`config.mk`:
```
export PLATFORM = sky130hd
export DESIGN_NAME = sof_length_frame_receiver
export DESIGN_NICKNAME = d
export VERILOG_FILES = /design/src/rtl/core/sofrx_pkg.sv /design/src/rtl/core/sofrx_in_stage.sv /design/src/rtl/core/sofrx_parse.sv /design/src/rtl/core/sofrx_out_stage.sv /design/src/rtl/core/sof_length_frame_receiver.sv
export SDC_FILE = /design/constraint.sdc
export NUM_CORES = 1
export LEC_CHECK = 0
export BUFFER_PORTS_ARGS = -buffer_cell sky130_fd_sc_hd__buf_2
export CORE_UTILIZATION = 50
export CTS_CLUSTER_DIAMETER = 100
export DETAILED_ROUTE_END_ITERATION = 10
export HOLD_SLACK_MARGIN = 0.02
export PLACE_DENSITY = 0.82
export SETUP_SLACK_MARGIN = 0.5
export SLEW_MARGIN = 30
export SYNTH_ARGS = -nofsm -noshare
export SYNTH_HDL_FRONTEND = slang
export SYNTH_HIERARCHICAL = 1
export SYNTH_SLANG_ARGS = --single-unit
```
`constraint.sdc`:
```
create_clock -name clock -period 2.3 [get_ports clock]
set_input_delay 0 -clock clock [delete_from_list [all_inputs] [get_ports clock]]
set_output_delay 0 -clock clock [all_outputs]
set_load 0.03 [all_outputs]
```
`src/rtl/core/sofrx_pkg.sv`:
```
// sofrx_pkg: types, codes and constants shared by the frame receiver modules
// no dependencies

package sofrx_pkg;

   // received length is cut to this many bits, 8 to 16
   localparam int LENGTH_BITS = 16;

   localparam int CSR_INDEX_BITS = 1;
   localparam int CSR_DATA_BITS  = 8;

   localparam logic [CSR_INDEX_BITS-1:0] CSR_START_ONE = 1'b0;
   localparam logic [CSR_INDEX_BITS-1:0] CSR_START_TWO = 1'b1;

   localparam logic [7:0] START_ONE_RESET = 8'd170;
   localparam logic [7:0] START_TWO_RESET = 8'd85;

   // input item kinds
   localparam logic KIND_BYTE    = 1'b0;
   localparam logic KIND_RELEASE = 1'b1;

   // result kinds
   localparam logic RES_PAYLOAD   = 1'b0;
   localparam logic RES_FRAME_END = 1'b1;

   typedef enum logic [2:0] {
      PH_HUNT    = 3'd0,
      PH_SECOND  = 3'd1,
      PH_LEN_HI  = 3'd2,
      PH_LEN_LO  = 3'd3,
      PH_PAYLOAD = 3'd4,
      PH_CK_HI   = 3'd5,
      PH_CK_LO   = 3'd6,
      PH_HELD    = 3'd7
   } phase_type;

   typedef struct packed {
      logic       kind;
      logic [7:0] rx_byte;
   } item_type;

   typedef struct packed {
      logic       result_kind;
      logic [7:0] payload_byte;
      logic       frame_good;
   } result_type;

endpackage

```
`src/rtl/core/sofrx_in_stage.sv`:
```
// sofrx_in_stage: input register for one received beat
// depends on sofrx_pkg

module sofrx_in_stage (
   input  logic               clock,
   input  logic               reset,
   input  logic               req_tvalid,
   output logic               req_tready,
   input  sofrx_pkg::item_type req_item,
   input  logic               slot_free,
   output sofrx_pkg::item_type item,
   output logic               advance
);
   import sofrx_pkg::*;

   logic     valid_ff;
   logic     valid_in;
   item_type item_ff;
   logic     req_fire;

   assign advance    = valid_ff && slot_free;
   assign req_tready = !valid_ff || advance;
   assign req_fire   = req_tvalid && req_tready;
   assign item       = item_ff;

   always_comb begin
      priority if (req_fire) begin
         valid_in = 1'b1;
      end else if (advance) begin
         valid_in = 1'b0;
      end else begin
         valid_in = valid_ff;
      end
   end

   always_ff @(posedge clock) begin
      if (reset) begin
         valid_ff <= 1'b0;
      end else begin
         valid_ff <= valid_in;
      end
   end

   always_ff @(posedge clock) begin
      if (req_fire) begin
         item_ff <= req_item;
      end
   end

`ifndef SYNTHESIS
   // a beat taken into a full stage must push the held one on in the same cycle
   assert property (@(posedge clock) disable iff (reset)
      req_fire && valid_ff |-> advance)
      else $error("sofrx_in_stage: held beat overwritten");

   // a held beat that cannot move stays held
   assert property (@(posedge clock) disable iff (reset)
      valid_ff && !slot_free |=> valid_ff && $stable(item_ff))
      else $error("sofrx_in_stage: held beat lost");

   // with the stage empty nothing goes downstream
   assert property (@(posedge clock) disable iff (reset)
      !valid_ff |-> !advance)
      else $error("sofrx_in_stage: advance without a beat");
`endif

endmodule

```
`src/rtl/core/sofrx_parse.sv`:
```
// sofrx_parse: start byte registers and the frame parsing state machine
// depends on sofrx_pkg

module sofrx_parse (
   input  logic                                   clock,
   input  logic                                   reset,
   input  logic                                   csr_we,
   input  logic [sofrx_pkg::CSR_INDEX_BITS-1:0]   csr_index,
   input  logic [sofrx_pkg::CSR_DATA_BITS-1:0]    csr_wdata,
   input  logic                                   advance,
   input  sofrx_pkg::item_type                    item,
   output logic                                   res_valid,
   output sofrx_pkg::result_type                  res
);
   import sofrx_pkg::*;

   logic [7:0]             start_one_ff;
   logic [7:0]             start_two_ff;
   phase_type              phase_ff;
   phase_type              phase_in;
   logic [LENGTH_BITS-1:0] bytes_left_ff;
   logic [LENGTH_BITS-1:0] bytes_left_in;
   logic [7:0]             length_high_ff;
   logic [7:0]             length_high_in;
   logic [7:0]             checksum_high_ff;
   logic [7:0]             checksum_high_in;
   logic [15:0]            length_full;
   logic [LENGTH_BITS-1:0] length_cut;
   logic                   checksum_zero;

   assign length_full   = {length_high_ff, item.rx_byte};
   assign length_cut    = length_full[LENGTH_BITS-1:0];
   assign checksum_zero = ({checksum_high_ff, item.rx_byte} == 16'd0);

   always_ff @(posedge clock) begin
      if (reset) begin
         start_one_ff <= START_ONE_RESET;
         start_two_ff <= START_TWO_RESET;
      end else if (csr_we) begin
         unique case (csr_index)
            CSR_START_ONE: start_one_ff <= csr_wdata;
            CSR_START_TWO: start_two_ff <= csr_wdata;
            default: ;
         endcase
      end
   end

   always_ff @(posedge clock) begin
      if (reset) begin
         phase_ff      <= PH_HUNT;
         bytes_left_ff <= '0;
      end else begin
         phase_ff      <= phase_in;
         bytes_left_ff <= bytes_left_in;
      end
   end

   always_ff @(posedge clock) begin
      if (reset) begin
         length_high_ff   <= '0;
         checksum_high_ff <= '0;
      end else begin
         length_high_ff   <= length_high_in;
         checksum_high_ff <= checksum_high_in;
      end
   end

   always_comb begin
      phase_in              = phase_ff;
      bytes_left_in         = bytes_left_ff;
      length_high_in        = length_high_ff;
      checksum_high_in      = checksum_high_ff;
      res_valid             = 1'b0;
      res.result_kind       = RES_PAYLOAD;
      res.payload_byte      = 8'd0;
      res.frame_good        = 1'b0;
      if (advance) begin
         if (item.kind == KIND_RELEASE) begin
            if (phase_ff == PH_HELD) begin
               phase_in = PH_HUNT;
            end
         end else begin
            unique case (phase_ff)
               PH_HUNT: begin
                  if (item.rx_byte == start_one_ff) begin
                     phase_in = PH_SECOND;
                  end
               end
               PH_SECOND: begin
                  phase_in = (item.rx_byte == start_two_ff) ? PH_LEN_HI : PH_HUNT;
               end
               PH_LEN_HI: begin
                  length_high_in = item.rx_byte;
                  phase_in       = PH_LEN_LO;
               end
               PH_LEN_LO: begin
                  bytes_left_in = length_cut;
                  // empty payload goes straight to the checksum
                  phase_in = (length_cut == '0) ? PH_CK_HI : PH_PAYLOAD;
               end
               PH_PAYLOAD: begin
                  bytes_left_in = bytes_left_ff - LENGTH_BITS'(1);
                  if (bytes_left_ff == LENGTH_BITS'(1)) begin
                     phase_in = PH_CK_HI;
                  end
                  res_valid        = 1'b1;
                  res.payload_byte = item.rx_byte;
               end
               PH_CK_HI: begin
                  checksum_high_in = item.rx_byte;
                  phase_in         = PH_CK_LO;
               end
               PH_CK_LO: begin
                  res_valid       = 1'b1;
                  res.result_kind = RES_FRAME_END;
                  res.frame_good  = checksum_zero;
                  phase_in        = checksum_zero ? PH_HELD : PH_HUNT;
               end
               PH_HELD: ;
               default: ;
            endcase
         end
      end
   end

`ifndef SYNTHESIS
   // payload phase always has bytes still to come
   assert property (@(posedge clock) disable iff (reset)
      phase_ff == PH_PAYLOAD |-> bytes_left_ff != '0)
      else $error("sofrx_parse: payload phase with no bytes left");

   // a good frame end leaves the block holding
   assert property (@(posedge clock) disable iff (reset)
      res_valid && res.result_kind == RES_FRAME_END && res.frame_good
      |=> phase_ff == PH_HELD)
      else $error("sofrx_parse: good frame not held");

   // release of a held frame goes back to hunting
   assert property (@(posedge clock) disable iff (reset)
      advance && item.kind == KIND_RELEASE && phase_ff == PH_HELD
      |=> phase_ff == PH_HUNT)
      else $error("sofrx_parse: release ignored");

   // while holding, nothing comes out
   assert property (@(posedge clock) disable iff (reset)
      phase_ff == PH_HELD |-> !res_valid)
      else $error("sofrx_parse: result while holding");
`endif

endmodule

```
`src/rtl/core/sofrx_out_stage.sv`:
```
// sofrx_out_stage: result register toward the rsp channel
// depends on sofrx_pkg

module sofrx_out_stage (
   input  logic                  clock,
   input  logic                  reset,
   input  logic                  res_valid,
   input  sofrx_pkg::result_type res,
   output logic                  slot_free,
   output logic                  rsp_tvalid,
   input  logic                  rsp_tready,
   output sofrx_pkg::result_type rsp_result
);
   import sofrx_pkg::*;

   logic       valid_ff;
   logic       valid_in;
   result_type result_ff;

   assign slot_free  = !valid_ff || rsp_tready;
   assign rsp_tvalid = valid_ff;
   assign rsp_result = result_ff;

   always_comb begin
      priority if (res_valid) begin
         valid_in = 1'b1;
      end else if (rsp_tready) begin
         valid_in = 1'b0;
      end else begin
         valid_in = valid_ff;
      end
   end

   always_ff @(posedge clock) begin
      if (reset) begin
         valid_ff <= 1'b0;
      end else begin
         valid_ff <= valid_in;
      end
   end

   always_ff @(posedge clock) begin
      if (res_valid) begin
         result_ff <= res;
      end
   end

`ifndef SYNTHESIS
   // a new result only lands in a free slot
   assert property (@(posedge clock) disable iff (reset)
      res_valid |-> slot_free)
      else $error("sofrx_out_stage: result dropped");

   // payload results never flag a good frame
   assert property (@(posedge clock) disable iff (reset)
      valid_ff && result_ff.result_kind == RES_PAYLOAD |-> !result_ff.frame_good)
      else $error("sofrx_out_stage: payload beat marked good");

   // frame end results carry a zero byte
   assert property (@(posedge clock) disable iff (reset)
      valid_ff && result_ff.result_kind == RES_FRAME_END
      |-> result_ff.payload_byte == 8'd0)
      else $error("sofrx_out_stage: frame end with data");
`endif

endmodule

```
`src/rtl/core/sof_length_frame_receiver.sv`:
```
// sof_length_frame_receiver: start byte / length / payload / checksum deframer
// depends on sofrx_pkg, sofrx_in_stage, sofrx_parse, sofrx_out_stage
//
//   channel | dir | tdata                      | tuser
//   req_    | in  | [7:0] rx_byte              | [0] kind (1 = release)
//   rsp_    | out | [7:0] payload_byte, [8]    | [0] result_kind (1 = frame end)
//           |     | frame_good, [15:9] zero    |
//   csr_    | in  | write: index 0 start_byte_one, 1 start_byte_two
//
// one beat per cycle sustained while rsp is not stalled; a result is held in the
// input register and then in the result register before it leaves on rsp
// the parser decides each beat combinationally from its phase register
// synchronous active-high reset: hunting for the first start byte, start
// bytes back to 0xaa and 0x55
// a stall on rsp holds the result register and then the input register;
// req_tready drops only when both are full

module sof_length_frame_receiver (
   input  logic                                 clock,
   input  logic                                 reset,
   input  logic                                 req_tvalid,
   output logic                                 req_tready,
   input  logic [7:0]                           req_tdata,   // [7:0] rx_byte
   input  logic                                 req_tuser,   // [0] kind
   output logic                                 rsp_tvalid,
   input  logic                                 rsp_tready,
   output logic [15:0]                          rsp_tdata,   // [7:0] payload_byte, [8] frame_good
   output logic                                 rsp_tuser,   // [0] result_kind
   input  logic                                 csr_we,
   input  logic [sofrx_pkg::CSR_INDEX_BITS-1:0] csr_index,
   input  logic [sofrx_pkg::CSR_DATA_BITS-1:0]  csr_wdata
);
   import sofrx_pkg::*;

   item_type   req_item;
   item_type   item;
   logic       advance;
   logic       slot_free;
   logic       res_valid;
   result_type res;
   result_type rsp_result;

   assign req_item.kind    = req_tuser;
   assign req_item.rx_byte = req_tdata;

   assign rsp_tdata = {7'd0, rsp_result.frame_good, rsp_result.payload_byte};
   assign rsp_tuser = rsp_result.result_kind;

   sofrx_in_stage u_in_stage (
      .clock      (clock),
      .reset      (reset),
      .req_tvalid (req_tvalid),
      .req_tready (req_tready),
      .req_item   (req_item),
      .slot_free  (slot_free),
      .item       (item),
      .advance    (advance)
   );

   sofrx_parse u_parse (
      .clock     (clock),
      .reset     (reset),
      .csr_we    (csr_we),
      .csr_index (csr_index),
      .csr_wdata (csr_wdata),
      .advance   (advance),
      .item      (item),
      .res_valid (res_valid),
      .res       (res)
   );

   sofrx_out_stage u_out_stage (
      .clock      (clock),
      .reset      (reset),
      .res_valid  (res_valid),
      .res        (res),
      .slot_free  (slot_free),
      .rsp_tvalid (rsp_tvalid),
      .rsp_tready (rsp_tready),
      .rsp_result (rsp_result)
   );

endmodule

```
### Word level (Yosys, flattened, before mapping)

Index checks and enable logic that the tools add are counted.

| storage, ports and cells | value |
|---|---|
| input port bits | 23 |
| output and inout bits | 19 |
| register bits | 72 |
| logic and storage cells | 72 |

| cells by class | value |
|---|---|
| eq/ne operators | 13 |
| add/subtract/negate cells | 1 |
| reductions and logical operators | 23 |
| mux-type cells | 17 |
| bitwise logic cells | 5 |

Operator list:

| operator | count |
|---|---|
| 16-bit zero test | 2 |
| 16-bit one-hot mux with 2 select lines | 1 |
| 3-bit one-hot mux with 7 select lines | 1 |
| 16-bit by 1-bit equality test with 1-bit output, second input constant | 1 |
| 8-bit equality test | 2 |
| 16-bit by 1-bit subtractor with 16-bit output, second input constant | 1 |
| 3-bit 2-to-1 mux | 5 |
| 3-bit equality test, second input constant | 4 |
| 1-bit 2-to-1 mux | 9 |
| 3-bit AND reduction | 3 |
| 8-bit nonzero test | 1 |
| 3-bit by 2-bit equality test with 1-bit output, second input constant | 2 |
| 3-bit by 2-bit != test with 1-bit output, second input constant | 2 |
| 2-bit nonzero test | 3 |
| 3-bit OR reduction | 2 |
| 1-bit NOT | 5 |
| 5-bit AND reduction | 1 |
| 2-bit AND reduction | 2 |
| 2-bit OR reduction | 2 |
| 3-bit by 1-bit equality test with 1-bit output, second input constant | 1 |
| 3-bit zero test | 1 |
| 1-bit logical AND | 2 |
| 1-bit zero test | 2 |
| 1-bit logical OR | 2 |
| 2 further kinds | 2 |

### Longest topological paths before layout

| logic depth | value |
|---|---|
| depth after elaboration | 6 |
| depth in mapped cells | 9 |
| depth with buffers taken out | 7 |

### Modules after synthesis

The synthesis kept the hierarchy.

By module, submodules not included:

| module | area an instance (µm²) | seq. area each (µm²) | cells an instance | instances |
|---|---|---|---|---|
| sofrx_parse | 2798.9 | 1021.0 | 355 | 1 |
| sofrx_out_stage | 346.6 | 320.3 | 14 | 1 |
| sofrx_in_stage | 332.8 | 290.3 | 15 | 1 |
| sof_length_frame_receiver | 56.3 | 0.0 | 8 | 1 |

### Worst setup path before layout

Ideal clock, no wire load.

| timing | value |
|---|---|
| path type | reg-to-reg |
| start | reg u_out_stage.valid_ff (netlist: u_out_stage/rsp_tvalid) |
| end | reg u_out_stage.result_ff, in the netlist u_out_stage/rsp_result[0], enable pin |
| arrival | 1.624 ns |
| data required time | 1.922 ns |
| setup time | 0.378 ns |
| stages on the path, launching flop included | 7 |
| period minus slack after synthesis | 2.002 ns |
| path slack | 0.298 ns |
| path buffers | 1 |
| cell sequence | dfxtp_1 -> nand2b_4 -> and2_2 -> nor2b_1 -> clkbuf_1 -> nand2_1 -> nor2_1 |

| between the ends | value |
|---|---|
| longest elaborated chain between the ends | 4 |

Ends and longest elaborated chain:

| element | line | source |
|---|---|---|
| start, declared | sofrx_out_stage.sv:16 | `logic valid_ff;` |
| start signal, assigned | sofrx_out_stage.sv:38 | `valid_ff <= valid_in;` |
| 1-bit zero test | sofrx_out_stage.sv:20 | `assign slot_free = !valid_ff \|\| rsp_tready;` |
| 1-bit logical OR | sofrx_out_stage.sv:20 |  |
| named net slot_free | sof_length_frame_receiver.sv:38 | `logic slot_free;` |
| 1-bit logical AND | sofrx_in_stage.sv:21 | `assign advance = valid_ff && slot_free;` |
| named net advance | sof_length_frame_receiver.sv:37 | `logic advance;` |
| 1-bit 2-to-1 mux | sofrx_parse.sv:77 | `if (advance) begin` |
| named net res_valid | sof_length_frame_receiver.sv:39 | `logic res_valid;` |
| end signal, assigned | sofrx_out_stage.sv:44 | `result_ff <= res;` |
| end, declared | sofrx_out_stage.sv:18 | `result_type result_ff;` |

The timed path passes the listed nets, and every way through them passes these cells.
A chain may end at the register's enable or synchronous reset.

### Worst setup path after layout

| timing | value |
|---|---|
| start | reg u_parse.bytes_left_ff[12] |
| end | reg u_parse.phase_ff[1] |

| between the ends | value |
|---|---|
| longest elaborated chain between the ends | 3 |

Ends and longest elaborated chain:

| element | line | source |
|---|---|---|
| start, declared | sofrx_parse.sv:21 | `logic [LENGTH_BITS-1:0] bytes_left_ff;` |
| start signal, assigned | sofrx_parse.sv:54 | `bytes_left_ff <= bytes_left_in;` |
| 16-bit by 1-bit equality test with 1-bit output | sofrx_parse.sv:103 | `if (bytes_left_ff == LENGTH_BITS'(1)) begin` |
| 3-bit by 2-bit != test with 1-bit output (no source line) | n/a |  |
| 5-bit AND reduction (no source line) | n/a |  |
| end signal, assigned | sofrx_parse.sv:53 | `phase_ff <= phase_in;` |
| end, declared | sofrx_parse.sv:19 | `phase_type phase_ff;` |

Every way passes these cells.

==> qor.log <==
[min_path] Tightest Hold Check Type primary input to register
[placed_design] buffers added on ports 34
[critical_path] buffers and inverters on the worst path 0
[sta] fmax 533 MHz
[floorplanning] vertical die dimension 86.1 um
[critical_path] most used cell along the critical path a21oi_1
[floorplanning] Core Box Area 0.00679 mm2
[critical_path] Startpoint Class register
[sta] Setup TNS Final 0 ns
[yosys] async set or reset register ratio after synthesis 0
[routing] mean number of vias per cell 5.77
[yosys] post-synthesis cell type count 52
[clock_tree] CTS Root Buffer Type clkbuf_8
[floorplanning] initial cell density of the core 0.520
[critical_path] Cell Chain, Critical Path nor4_1 > nand4_1 > a21oi_1 > a21oi_1 > mux2i_1
[routing] detailed-routing iteration count for the pre-antenna-repair pass 5
[sta] hold violation total from the final report 0
[layout] Syn-to-layout area delta 23.7%
[clock_tree] TritonCTS clock tree done
[clock_tree] H-Tree Depth 3
[critical_path] crit path capture u_parse/phase_ff[1]$_SDFFE_PP0P_
[yosys] number of warnings printed during yosys synthesis 6
[clock_tree] Worst-Skew Late Latency 0.34 ns
[clock_tree] total clock buffers created by CTS 9
[sta] shortest period the worst path allows 1.87 ns
[layout] Final nets 472
[yosys] prevailing post-synth register cell dfxtp_1
[critical_path] arrival time at the worst endpoint 2.08 ns
[critical_path] longest individual stage delay on the worst path 0.48 ns
[yosys] synthesized area per cell 9.02 um2
[yosys] gate count after technology mapping 392
[yosys] area share of the largest cell type after synthesis 0.300
[pwr] Final Power 2.72 mW
[clock_tree] Clock transition at path regs 0.07 ns
[routing] average routed wire per standard cell 16.5 um
[sta] Slew @ Worst Pin 0.585 ns
[sta] final clock period utilization by the worst path 0.815
[global_routing] Global Route Usage Sum 0.248
[critical_path] critical path's slowest cell nor4_1
[pwr] largest voltage drop on the vdd net 650 uV
[pwr] total leakage power 1.68 nW
[yosys] top cells by area, synth dfxtp_1 (30%), edfxtp_1 (16%), mux2i_1 (5.4%)
[clock_tree] buffer levels on the longest clock path 2
[layout] number of inserted diodes 0
[outcome] run status complete, no violations
[sta] number of max-slew violations in the final report 0
[layout] number of fill cells in the layout 525
[routing] Via Count 3160
[critical_path] number of cells on the worst reg-to-reg path 5
[critical_path] Stages on worst setup path 5
[clock_tree] clock net sink count 72
[global_routing] maximum number of pins on one net before global-route repair 56
[critical_path] maximum fanout count along the critical path 6
[floorplanning] Top Ports 42
[yosys] part of the Yosys area used for sequential elements 0.462
[global_routing] vias in the first global route 2959
[critical_path] worst endpoint required time 2.51 ns
[critical_path] kind of cell with the highest combined delay on the critical path simple AND/OR/NAND/NOR gates
[global_routing] antenna violations before repair 0
[critical_path] origin of the critical flop-to-flop path u_parse/bytes_left_ff[12]$_SDFFE_PP0P_
[pwr] Power per Cell Area 621 mW/mm2
[yosys] cell area after technology mapping 0.00353 mm2
[critical_path] endpoint of the lowest-slack register-to-register path u_parse/phase_ff[1]$_SDFFE_PP0P_
[layout] fraction of final layout cells sized beyond drive strength 1 0.212
[global_routing] wire length of the first global-routing pass 14000 um
[sta] setup-violating endpoint count in the final report 0
[floorplanning] die area 0.00741 mm2
[sta] Worst Skew 0.00725 ns
[routing] Final Routed Wirelength 9060 um
[yosys] cell type with the largest total area after synthesis dfxtp_1
[yosys] number of enable-type register cells in the synthesized netlist 19
[critical_path] crit path launch u_parse/bytes_left_ff[12]$_SDFFE_PP0P_
[floorplanning] standard-cell rows 30
[yosys] most numerous cell in the Yosys netlist dfxtp_1
[routing] DRC viols 0
[job] number of max-capacitance violations reported 0
[placed_design] routability-driven placement congestion ratio 0.923
[global_routing] total congestion overflow after global routing 0
[routing] first-iteration detailed-routing DRC count 324
[floorplanning] DIE WIDTH 86.1 um
[yosys] synthesized flop and latch total 72
[sta] Max-slew headroom 0.610
[min_path] hold-critical path depth 2
[yosys] most common library cells after synthesis dfxtp_1 (53), nand2_1 (41), nor2_1 (34), a21oi_1 (30), clkbuf_1 (28)
[sta] unrepaired setup endpoints after global routing yes
[placed_design] Detail Placement HPWL 5220 um
[critical_path] crit path capture type register
[routing] ANT nets after route 0
[critical_path] kind of critical path register to register
[critical_path] internal reg-to-reg setup slack 0.43 ns
-- cell families (layout without fill, tap and decap cells) --
family | after synthesis | count (layout) | share of synthesized area
AND/OR/NAND/NOR | 160 | 160 | 0.243
AO/OA/AOI/OAI | 78 | 78 | 0.138
flip-flops | 72 | 72 | 0.462
buffers and inverters | 44 | 98 | 0.0552
multiplexers | 19 | 19 | 0.0538
XOR/XNOR | 16 | 16 | 0.0396
adder cells (fa/ha/maj) | 2 | 2 | 0.00708
other | 1 | 7 | 0.00106
-- per-layer routing --
metal / track usage / wire length [um]
met1: 0.290 / 3740
met2: 0.440 / 4550
met3: 0.0385 / 491
met4: 0.123 / 281
met5: 0 / 0
-- layout make-up --
type                       instances  area, um2  share of cell area
multi-input combinational        282       1790               0.409
sequential                        72       1640               0.375
timing repair buffer              76        563               0.129
clock buffer                      15        209              0.0478
tap                               96        120              0.0275
clock inverter                     1       30.0             0.00687
inverter                           6       22.5             0.00515
-- state kept, by name, summed over array words and instances, names as in the netlist --
register                  flops
u_in_stage/item               9
u_in_stage/valid_ff           1
u_out_stage/rsp_result       10
u_out_stage/rsp_tvalid        1
u_parse/bytes_left_ff        16
u_parse/checksum_high_ff      8
u_parse/length_high_ff        8
u_parse/phase_ff              3
u_parse/start_one_ff          8
u_parse/start_two_ff          8
-- placed cells by master, fill, tap and decap left out, types with 3 or more instances in the layout --
| cell type | Yosys | layout |
|---|---|---|
| a21oi_1 | 30 | 29 |
| o22ai_1 | 4 | 4 |
| nor4_1 | 8 | 8 |
| inv_1 | 6 | 6 |
| xnor2_1 | 16 | 16 |
| and3_1 | 12 | 12 |
| o211ai_1 | 3 | 3 |
| a22oi_1 | 3 | 3 |
| a2bb2oi_1 | 4 | 4 |
| nand3b_1 | 8 | 8 |
| clkbuf_8 | 0 | 11 |
| conb_1 | 1 | 7 |
| a211o_1 | 4 | 4 |
| buf_2 | 3 | 33 |
| dfxtp_1 | 53 | 49 |
| nor3_1 | 6 | 6 |
| nand2_1 | 41 | 41 |
| nand4_1 | 6 | 6 |
| buf_4 | 7 | 18 |
| edfxtp_1 | 19 | 19 |
| o21ai_1 | 10 | 10 |
| nand2b_1 | 7 | 7 |
| nor2_1 | 34 | 33 |
| o21ai_0 | 6 | 6 |
| dlygate4sd3_1 | 0 | 22 |
| mux2i_1 | 19 | 18 |
| nand3_1 | 12 | 12 |
-- stage by stage --
stage	utilization	instance area (um2)	setup WS, ns	hold slack, ns	instances
floorplan	-	3570	0.507	0.0624	398
global route	0.644	4370	0.310	0.147	548
detailed placement	0.555	3770	0.308	0.178	502
finish	0.644	4370	0.425	0.140	548
global placement	0.555	3770	0.379	0.178	502
CTS	0.626	4260	0.443	0.309	542
-- worst min-delay path by stage --
stage / slack, ns / from / end
finish: 0.14 / reset / u_in_stage/valid_ff$_SDFFE_PP0P_
global route: 0.15 / reset / u_parse/checksum_high_ff[6]$_SDFFE_PP0P_
floorplan: 0.06 / reset / u_in_stage/valid_ff$_SDFFE_PP0P_
CTS: 0.31 / reset / u_parse/checksum_high_ff[2]$_SDFFE_PP0P_
detailed placement: 0.18 / req_tdata[0] / u_in_stage/item[0]$_DFFE_PP_
global placement: 0.18 / req_tdata[6] / u_in_stage/item[6]$_DFFE_PP_
-- where the power goes --
part / leakage, nW / switching [mW] / internal (mW)
Clock: 0.120 / 0.463 / 0.694
Sequential: 0.589 / 0.0542 / 1.32
Combinational: 0.973 / 0.0911 / 0.0885
-- what timing repair did --
item / CTS / global route
endpoints found under the setup margin: 8 / 35
resized for setup: 5 / 13
pin swaps: 1 / 0
hold endpoints to repair: 24 / 0
hold buffers: 22 / 0
setup buffers: 2 / 5
cloned: 0 / 1
No activity file was read; power rests on OpenSTA's default activity.
